[src/rtl/sal_pkg.sv]
`timescale 1ns / 1ps
// Shared types and constants for the shifting array list.
// No dependencies; every other file imports this package.
package sal_pkg;

   localparam int CAPACITY = 16;
   localparam int IDX_W    = $clog2(CAPACITY);
   localparam int POS_W    = 5;
   localparam int LEN_W    = 5;
   localparam int DATA_W   = 32;
   localparam int CMD_W    = 2;
   localparam int STAT_W   = 2;

   localparam logic [CMD_W-1:0] CMD_INSERT = 2'd0;
   localparam logic [CMD_W-1:0] CMD_DELETE = 2'd1;
   localparam logic [CMD_W-1:0] CMD_READ   = 2'd2;

   localparam logic [STAT_W-1:0] ST_OK    = 2'd0;
   localparam logic [STAT_W-1:0] ST_FULL  = 2'd1;
   localparam logic [STAT_W-1:0] ST_EMPTY = 2'd2;
   localparam logic [STAT_W-1:0] ST_RANGE = 2'd3;

   typedef enum logic [1:0] {
      CELL_HOLD,
      CELL_INSERT,
      CELL_DELETE
   } cell_op_type;

   // Broadcast to every cell of the row.
   typedef struct packed {
      cell_op_type               op;
      logic [POS_W-1:0]          position;
      logic signed [DATA_W-1:0]  value;
   } cell_ctrl_type;

endpackage

[src/rtl/sal_req_if.sv]
`timescale 1ns / 1ps
// Request channel: command, position and value with valid/ready.
// Depends on sal_pkg.
interface sal_req_if;
   import sal_pkg::*;

   logic                     valid;
   logic                     ready;
   logic [CMD_W-1:0]         command;
   logic [POS_W-1:0]         position;
   logic signed [DATA_W-1:0] value;

   modport source (output valid, command, position, value, input ready);
   modport sink   (input valid, command, position, value, output ready);
endinterface

[src/rtl/sal_rsp_if.sv]
`timescale 1ns / 1ps
// Response channel: status, data and length with valid/ready.
// Depends on sal_pkg.
interface sal_rsp_if;
   import sal_pkg::*;

   logic                     valid;
   logic                     ready;
   logic [STAT_W-1:0]        status;
   logic signed [DATA_W-1:0] data;
   logic [LEN_W-1:0]         length;

   modport source (output valid, status, data, length, input ready);
   modport sink   (input valid, status, data, length, output ready);
endinterface

[src/rtl/shifting_array_list_unit.sv]
`timescale 1ns / 1ps
// Shifting array list: an ordered list of up to CAPACITY signed 32-bit entries
// held in a row of cells, one entry per cell. Insert at a position moves every
// entry at or above it up one cell, delete of the first entry moves every
// entry down one cell, and read returns the entry at an index through a
// selector over the cell outputs. Every transaction on the request
// channel yields exactly one response transaction carrying a status, the read
// data (zero unless an accepted read) and the length after the command.
// Rejected commands (full, empty, out of range, unused code) change nothing.
// Throughput is one command per clock: every cell updates in parallel on the
// edge that accepts the command, and the response lands in an output register
// on that same edge. The request side stalls only while a response sits in the
// output register and the sink does not take it.
// No clearing pass follows reset; reset only empties the list.
// Depends on sal_pkg, sal_req_if, sal_rsp_if and sal_cell.
module shifting_array_list_unit (
   input  logic     clock,
   input  logic     reset,
   sal_req_if.sink  req_chan,
   sal_rsp_if.source rsp_chan
);
   import sal_pkg::*;

   // Control and status registers.
   logic [LEN_W-1:0]         count_ff;
   logic [LEN_W-1:0]         count_in;
   logic                     rsp_valid_ff;
   logic                     rsp_valid_in;
   logic [STAT_W-1:0]        rsp_status_ff;
   logic [STAT_W-1:0]        rsp_status_in;
   logic signed [DATA_W-1:0] rsp_data_ff;
   logic signed [DATA_W-1:0] rsp_data_in;
   logic [LEN_W-1:0]         rsp_length_ff;

   logic                     accept;
   logic                     full;
   logic                     empty;
   cell_ctrl_type            ctrl;
   cell_op_type              op_sel;
   logic signed [DATA_W-1:0] entry_q [CAPACITY];

   // Take a new command whenever the output register is free or draining.
   assign req_chan.ready = !rsp_valid_ff || rsp_chan.ready;
   assign accept         = req_chan.valid && req_chan.ready;

   assign full  = (count_ff == LEN_W'(CAPACITY));
   assign empty = (count_ff == '0);

   // Decode the command against the current length.
   always_comb begin
      op_sel        = CELL_HOLD;
      rsp_status_in = ST_RANGE;
      rsp_data_in   = '0;
      count_in      = count_ff;
      unique case (req_chan.command)
         CMD_INSERT: begin
            if (full) begin
               rsp_status_in = ST_FULL;
            end else if (req_chan.position > count_ff) begin
               rsp_status_in = ST_RANGE;
            end else begin
               rsp_status_in = ST_OK;
               op_sel        = CELL_INSERT;
               count_in      = count_ff + LEN_W'(1);
            end
         end
         CMD_DELETE: begin
            if (empty) begin
               rsp_status_in = ST_EMPTY;
            end else begin
               rsp_status_in = ST_OK;
               op_sel        = CELL_DELETE;
               count_in      = count_ff - LEN_W'(1);
            end
         end
         CMD_READ: begin
            if (empty) begin
               rsp_status_in = ST_EMPTY;
            end else if (req_chan.position >= count_ff) begin
               rsp_status_in = ST_RANGE;
            end else begin
               rsp_status_in = ST_OK;
               rsp_data_in   = entry_q[req_chan.position[IDX_W-1:0]];
            end
         end
         default: begin
            rsp_status_in = ST_RANGE;
         end
      endcase
   end

   // Broadcast to the row; hold every cell unless a command is taken.
   always_comb begin
      ctrl.op       = accept ? op_sel : CELL_HOLD;
      ctrl.position = req_chan.position;
      ctrl.value    = req_chan.value;
   end

   // Row of cells; each reads its left and right neighbor.
   for (genvar i = 0; i < CAPACITY; i++) begin : g_cell
      logic signed [DATA_W-1:0] left_entry;
      logic signed [DATA_W-1:0] right_entry;

      if (i == 0) begin : g_first
         assign left_entry = '0;
      end else begin : g_left
         assign left_entry = entry_q[i-1];
      end

      if (i == CAPACITY - 1) begin : g_last
         assign right_entry = '0;
      end else begin : g_right
         assign right_entry = entry_q[i+1];
      end

      sal_cell u_cell (
         .clock       (clock),
         .index       (IDX_W'(i)),
         .ctrl        (ctrl),
         .left_entry  (left_entry),
         .right_entry (right_entry),
         .entry       (entry_q[i])
      );
   end

   // Response valid: set on accept, drop once taken.
   always_comb begin
      rsp_valid_in = rsp_valid_ff;
      if (accept) begin
         rsp_valid_in = 1'b1;
      end else if (rsp_chan.ready) begin
         rsp_valid_in = 1'b0;
      end
   end

   always_ff @(posedge clock) begin
      if (reset) begin
         count_ff     <= '0;
         rsp_valid_ff <= 1'b0;
      end else begin
         count_ff     <= accept ? count_in : count_ff;
         rsp_valid_ff <= rsp_valid_in;
      end
   end

   // Payload of the response; loaded only with a new transaction.
   always_ff @(posedge clock) begin
      if (accept) begin
         rsp_status_ff <= rsp_status_in;
         rsp_data_ff   <= rsp_data_in;
         rsp_length_ff <= count_in;
      end
   end

   assign rsp_chan.valid  = rsp_valid_ff;
   assign rsp_chan.status = rsp_status_ff;
   assign rsp_chan.data   = rsp_data_ff;
   assign rsp_chan.length = rsp_length_ff;

   // Length never exceeds the row size.
   a_count_bound: assert property (@(posedge clock) disable iff (reset)
      count_ff <= LEN_W'(CAPACITY))
      else $error("list length exceeds capacity");

   // An accepted insert grows the list by exactly one.
   a_insert_grows: assert property (@(posedge clock) disable iff (reset)
      accept && op_sel == CELL_INSERT |=> count_ff == $past(count_ff) + LEN_W'(1))
      else $error("insert did not grow the list by one");

   // Every accepted command leaves a response waiting next cycle.
   a_rsp_follows: assert property (@(posedge clock) disable iff (reset)
      accept |=> rsp_valid_ff)
      else $error("accepted command produced no response");

   // Nonzero data only accompanies an ok status.
   a_data_ok: assert property (@(posedge clock) disable iff (reset)
      rsp_valid_ff && rsp_data_ff != '0 |-> rsp_status_ff == ST_OK)
      else $error("data returned with a rejected status");

   // Response length matches the held length.
   a_len_match: assert property (@(posedge clock) disable iff (reset)
      accept |=> rsp_length_ff == count_ff)
      else $error("response length differs from list length");
endmodule

[src/rtl/sal_cell.sv]
`timescale 1ns / 1ps
// One storage cell of the list row: holds one entry and takes its
// neighbor's entry on a shift. Depends on sal_pkg.
module sal_cell (
   input  logic                              clock,
   input  logic [sal_pkg::IDX_W-1:0]         index,
   input  sal_pkg::cell_ctrl_type            ctrl,
   input  logic signed [sal_pkg::DATA_W-1:0] left_entry,
   input  logic signed [sal_pkg::DATA_W-1:0] right_entry,
   output logic signed [sal_pkg::DATA_W-1:0] entry
);
   import sal_pkg::*;

   logic signed [DATA_W-1:0] entry_ff;
   logic signed [DATA_W-1:0] entry_in;
   logic [POS_W-1:0]         index_ext;

   assign index_ext = POS_W'(index);

   always_comb begin
      entry_in = entry_ff;
      unique case (ctrl.op)
         CELL_INSERT: begin
            // Load at the slot, move up above it, hold below it.
            if (index_ext == ctrl.position) begin
               entry_in = ctrl.value;
            end else if (index_ext > ctrl.position) begin
               entry_in = left_entry;
            end
         end
         CELL_DELETE: begin
            entry_in = right_entry;
         end
         default: begin
            entry_in = entry_ff;
         end
      endcase
   end

   always_ff @(posedge clock) begin
      entry_ff <= entry_in;
   end

   assign entry = entry_ff;
endmodule
[src/flat_wrapper.sv]
// flat-port wrapper written by rule: the top's interface ports become plain ports
module shifting_array_list_unit_flat import sal_pkg::*;
  (clock, reset, req_chan_valid, req_chan_command, req_chan_position, req_chan_value, req_chan_ready, rsp_chan_valid, rsp_chan_status, rsp_chan_data, rsp_chan_length, rsp_chan_ready);
  sal_req_if req_chan_i ();
  sal_rsp_if rsp_chan_i ();
  input  logic clock;
  input  logic reset;
  input wire logic [$bits(req_chan_i.valid)-1:0] req_chan_valid;
  input wire logic [$bits(req_chan_i.command)-1:0] req_chan_command;
  input wire logic [$bits(req_chan_i.position)-1:0] req_chan_position;
  input wire logic [$bits(req_chan_i.value)-1:0] req_chan_value;
  output wire logic [$bits(req_chan_i.ready)-1:0] req_chan_ready;
  output wire logic [$bits(rsp_chan_i.valid)-1:0] rsp_chan_valid;
  output wire logic [$bits(rsp_chan_i.status)-1:0] rsp_chan_status;
  output wire logic [$bits(rsp_chan_i.data)-1:0] rsp_chan_data;
  output wire logic [$bits(rsp_chan_i.length)-1:0] rsp_chan_length;
  input wire logic [$bits(rsp_chan_i.ready)-1:0] rsp_chan_ready;
  assign req_chan_i.valid = req_chan_valid;
  assign req_chan_i.command = req_chan_command;
  assign req_chan_i.position = req_chan_position;
  assign req_chan_i.value = req_chan_value;
  assign req_chan_ready = req_chan_i.ready;
  assign rsp_chan_valid = rsp_chan_i.valid;
  assign rsp_chan_status = rsp_chan_i.status;
  assign rsp_chan_data = rsp_chan_i.data;
  assign rsp_chan_length = rsp_chan_i.length;
  assign rsp_chan_i.ready = rsp_chan_ready;
  shifting_array_list_unit u_core (.clock(clock), .reset(reset), .req_chan(req_chan_i), .rsp_chan(rsp_chan_i));
endmodule
[config.mk]
export PLATFORM = sky130hd
export DESIGN_NAME = shifting_array_list_unit_flat
export DESIGN_NICKNAME = d
export VERILOG_FILES = /design/src/rtl/sal_pkg.sv /design/src/rtl/sal_req_if.sv /design/src/rtl/sal_rsp_if.sv /design/src/rtl/shifting_array_list_unit.sv /design/src/rtl/sal_cell.sv /design/src/flat_wrapper.sv
export SDC_FILE = /design/constraint.sdc
export NUM_CORES = 1
export LEC_CHECK = 0
export BUFFER_PORTS_ARGS = -buffer_cell sky130_fd_sc_hd__buf_2
export CAP_MARGIN = 20
export CORE_ASPECT_RATIO = 0.75
export CORE_MARGIN = 1.5
export CORE_UTILIZATION = 40
export CTS_CLUSTER_DIAMETER = 60
export DETAILED_ROUTE_END_ITERATION = 8
export PLACE_DENSITY_LB_ADDON = 0.2
export SETUP_SLACK_MARGIN = 0.1
export SLEW_MARGIN = 20
export SYNTH_ARGS = -nofsm -noshare
export SYNTH_HDL_FRONTEND = slang
export SYNTH_SLANG_ARGS = --single-unit
[constraint.sdc]
create_clock -name clock -period 6.65 [get_ports clock]
set_input_delay 0.665 -clock clock [delete_from_list [all_inputs] [get_ports clock]]
set_output_delay 0.665 -clock clock [all_outputs]
set_load 0.005 [all_outputs]
==> flow_summary_export.csv <==
group,metric,value,unit
yosys,syn_area,32020,µm²
route,vias_per_cell,5.997,
route,num_vias,22480,
floorplan,die_w,329.7,µm
timing,rsz0062_at_grt,"no",
global_routing,grt_use_total,23.84,%
floorplan,dieArea,81770,µm²
setup_path,reg2reg_from,"u_core.count_ff[4]",
global_routing,grtUsageMet3,6.697,%
cells_and_area,final_util,44.41,%
route,ant_nets,0,
yosys,synth-seq-cells,557,
timing,worst_slew_pin_slew,1.080,ns
placement,dp_hpwl,61890,µm
power,p_total,8.290,mW
clock_tree,cts_buffer_depth,3,
hold_path,whs_endpoint,"u_core.rsp_chan.valid",
yosys,synth_seq_area_share,52.05,%
route,dr.pass1.iters,8,
global_routing,grt_max_degree,149,
hold_path,holdCritStartpoint,"req_chan_valid",
power,pwr-share-seq,49.4,%
floorplan,start_util,40.56,%
setup_path,critPathMaxStageDelay,1.00,ns
power,p_comb_share,10.1,%
placement,gp_congestion,0.8569,
clock_tree,ctsHoldBuffers,0,
setup_path,worst-r2r-cell-count,7,
timing,clock_skew,0.01348,ns
setup_path,cpMaxStageDelayCell,"o21ai_4",
yosys,synth-main-ff-cell,"edfxtp_1",
setup_path,reg2reg_to,"u_core.g_cell[9].u_cell.entry[19]",
cells_and_area,multi_input_area,14250,µm²
timing,finalSetupTns,0,ns
floorplan,io_pins,84,
power,clock_power_share,40.5,%
timing,slew_headroom,27.80,%
yosys,synth_cells,2709,
outcome,violations,"DRC",
global_routing,met2_usage,31.90,%
cells_and_area,regArea,16670,µm²
placement,placed_cells,3639,
timing,fmax,226.4,MHz
setup_path,critPathMostFrequentCell,"buf_4",
power,p_sw_share,25.00,%
cells_and_area,synthToLayoutAreaGrowth,9.496,%
setup_path,cp_max_fo,50,
clock_tree,cts-root-buf,"clkbuf_16",
timing,finalSetupViolCount,0,
flow_run,max_cap_viol_count,0,
setup_path,endpoint_kind,"flop",
clock_tree,path_clk_slew,0.06,ns
clock_tree,tritoncts,"yes",
setup_path,ff2ff_setup_slack,2.39,ns
hold_path,hold_class,"in2reg",
cells_and_area,drive_gt1_share,15.26,%
power,power_density,236.4,nW/µm²
setup_path,crit_type,"in2reg",
floorplan,core_area,78950,µm²
hold_path,hold_depth,3,
setup_path,startpoint_type,"input port",
route,drcViolationCount,20,
yosys,yosys_warnings,0,
setup_path,cp_num_buf_inv,2,
setup_path,cp.required,6.96,ns
outcome,status,"complete, but fails checks",
timing,finalCriticalPeriod,4.416,ns
placement,port_buffers,83,
timing,hold_viol,0,
clock_tree,cts_setup_buffers,0,
power,irDropWorstVdd,0.1938,mV
clock_tree,clkLatencyLatePin,0.63,ns
route,drt_iter0_drc,3220,
cells_and_area,num-nets-final,2707,
clock_tree,clock-sinks,557,
floorplan,die_h,248.0,µm
clock_tree,htreeDepth,2,
clock_tree,cts.repair.resized,0,
route,drt-wirelength-per-cell,26.21,µm
cells_and_area,final_cell_count_no_fill,3748,
route,wl,98220,µm
power,leakagePower,13.13,nW
floorplan,rows,89,
setup_path,critical-path-top-delay-family,"compound AO/OA/AOI/OAI gates",
global_routing,grt.busiest_layer,"met1",
yosys,syn_avg_cell_area,11.82,µm²
yosys,syn_nets,2760,
cells_and_area,fill_cells,7176,
timing,hold_slack,0.2865,ns
power,p_int,6.217,mW
global_routing,grt-ovfl-total,0,
setup_path,worstPathArrival,4.73,ns
clock_tree,numCtsBuffers,60,
yosys,synth-async-reset-ratio,0,%
yosys,ys_types,57,
setup_path,cp_cell_sequence,"buf_4 -> ha_1 -> nor2_1 -> a211o_1 -> a21o_1 -> nand3b_1 -> o21ai_4 -> buf_4",
global_routing,grt_pass1_wl,144400,µm
timing,min_period_over_period,66.41,%
power,p_switching,2.072,mW
global_routing,met1_usage,37.52,%
timing,slew_viol_final,0,
global_routing,antenna_found_initial,9,
global_routing,first_global_vias,21110,
yosys,synth_enable_flop_cells,551,
## power groups by stage
| stage | sequential, mW | clock, mW | combinational (mW) |
|---|---|---|---|
| finish | 4.09 | 3.35 | 0.841 |
| global route | 4.10 | 3.53 | 0.907 |
| CTS | 4.09 | 3.41 | 0.832 |
| detailed placement | 4.16 | 0 | 0.831 |
| global placement | 4.16 | 0 | 0.816 |
| floorplan | 4.13 | 0 | 0.570 |
## Yosys cell counts (all sizes together), types with 6 or more instances
cell    number  area [µm²]
a21oi       45       225.2
edfxtp     551       16550
mux2i      454        4544
ha           8       100.1
o21ai      466        2332
mux4       153        3446
clkbuf      99       400.4
inv         12       45.05
buf        147       915.9
dfxtp        6       120.1
nor2        20       93.84
nand2      603        2266
mux2         7       78.82
nor2b       31       196.4
or3          6       37.54
nand3       41       205.2
## layout by cell type, fill, tap and decap left out, types with 4 or more instances in the layout
cell | Yosys | layout
dfxtp_1 | 6 | 6
clkbuf_16 | 0 | 61
buf_12 | 0 | 7
a21o_1 | 4 | 4
clkbuf_1 | 76 | 12
buf_4 | 51 | 42
o21ai_4 | 0 | 11
nor2_1 | 18 | 18
mux2i_1 | 454 | 454
a21oi_1 | 45 | 45
clkinv_1 | 0 | 15
nand3_1 | 41 | 37
mux4_2 | 153 | 153
inv_1 | 10 | 9
nand3_4 | 0 | 4
nand2_1 | 602 | 592
nand2_2 | 1 | 11
bufinv_16 | 0 | 6
or3_1 | 6 | 6
o21ai_1 | 243 | 243
edfxtp_1 | 551 | 551
nor2b_1 | 30 | 30
clkinv_2 | 0 | 8
ha_1 | 8 | 8
buf_2 | 84 | 79
mux2_2 | 6 | 6
a31oi_1 | 4 | 4
o21ai_0 | 223 | 212
## area by class of cell
| type | instances | share of cell area [%] |
|---|---|---|
| Inverter | 12 | 0.1285 |
| Tap cell | 1046 | 3.733 |
| Clock inverter | 33 | 0.8886 |
| Sequential cell | 557 | 47.54 |
| Antenna cell | 2 | 0.01427 |
| Multi-Input combinational cell | 1894 | 40.64 |
| Timing Repair Buffer | 131 | 2.577 |
| Clock buffer | 73 | 4.482 |
## metal layers
layer / share of wire [%] / vias up
li1: - / 10000
met1: 47 / 11200
met5: 0.027 / -
met4: 1.9 / 4
met2: 39 / 1153
met3: 12 / 122
## stage by stage
step,instance area (µm²),setup slack [ns]
6_report,35060,2.234
3_3_place_gp,33140,1.619
2_1_floorplan,32020,0.6361
3_5_place_dp,33140,1.587
5_1_grt,35050,2.059
4_1_cts,35030,2.261
## worst max-delay path by stage
stage | startpoint | endpoint | slack [ns] | cells after the start
floorplan | req_chan_position[0] | u_core.g_cell[1].u_cell.entry[0] | 0.64 | 10
global placement | req_chan_position[2] | u_core.g_cell[9].u_cell.entry[18] | 1.62 | 8
detailed placement | req_chan_position[2] | u_core.g_cell[9].u_cell.entry[24] | 1.59 | 8
CTS | req_chan_position[2] | u_core.g_cell[9].u_cell.entry[19] | 2.26 | 8
global route | req_chan_position[2] | u_core.g_cell[9].u_cell.entry[19] | 2.06 | 8
finish | req_chan_position[2] | u_core.g_cell[9].u_cell.entry[19] | 2.23 | 8
## worst min-delay path: cells and delay by family
kind                   cells  cell delay, ns
buffers and inverters      2            0.14
AO/OA/AOI/OAI              1            0.05
## registers in the layout (all words and copies together) (netlist names)
register / cells
u_core.rsp_chan.status: 2
u_core.rsp_chan.length: 5
u_core.count_ff: 5
u_core.rsp_chan.valid: 1
u_core.rsp_chan.data: 32
u_core.g_cell.u_cell.entry: 512
## cells by family (layout without fill, tap and decap cells)
family	Yosys count	count (layout)	synth area share (%)
simple gates	727	727	9.367
mux	614	614	25.20
flops	557	557	52.05
compound gates	543	543	8.765
buf+inv	258	249	4.252
fa+ha+maj	8	8	0.3126
xor+xnor	2	2	0.05472
other cells	0	2	0
No activity file was read; power rests on OpenSTA's default activity.
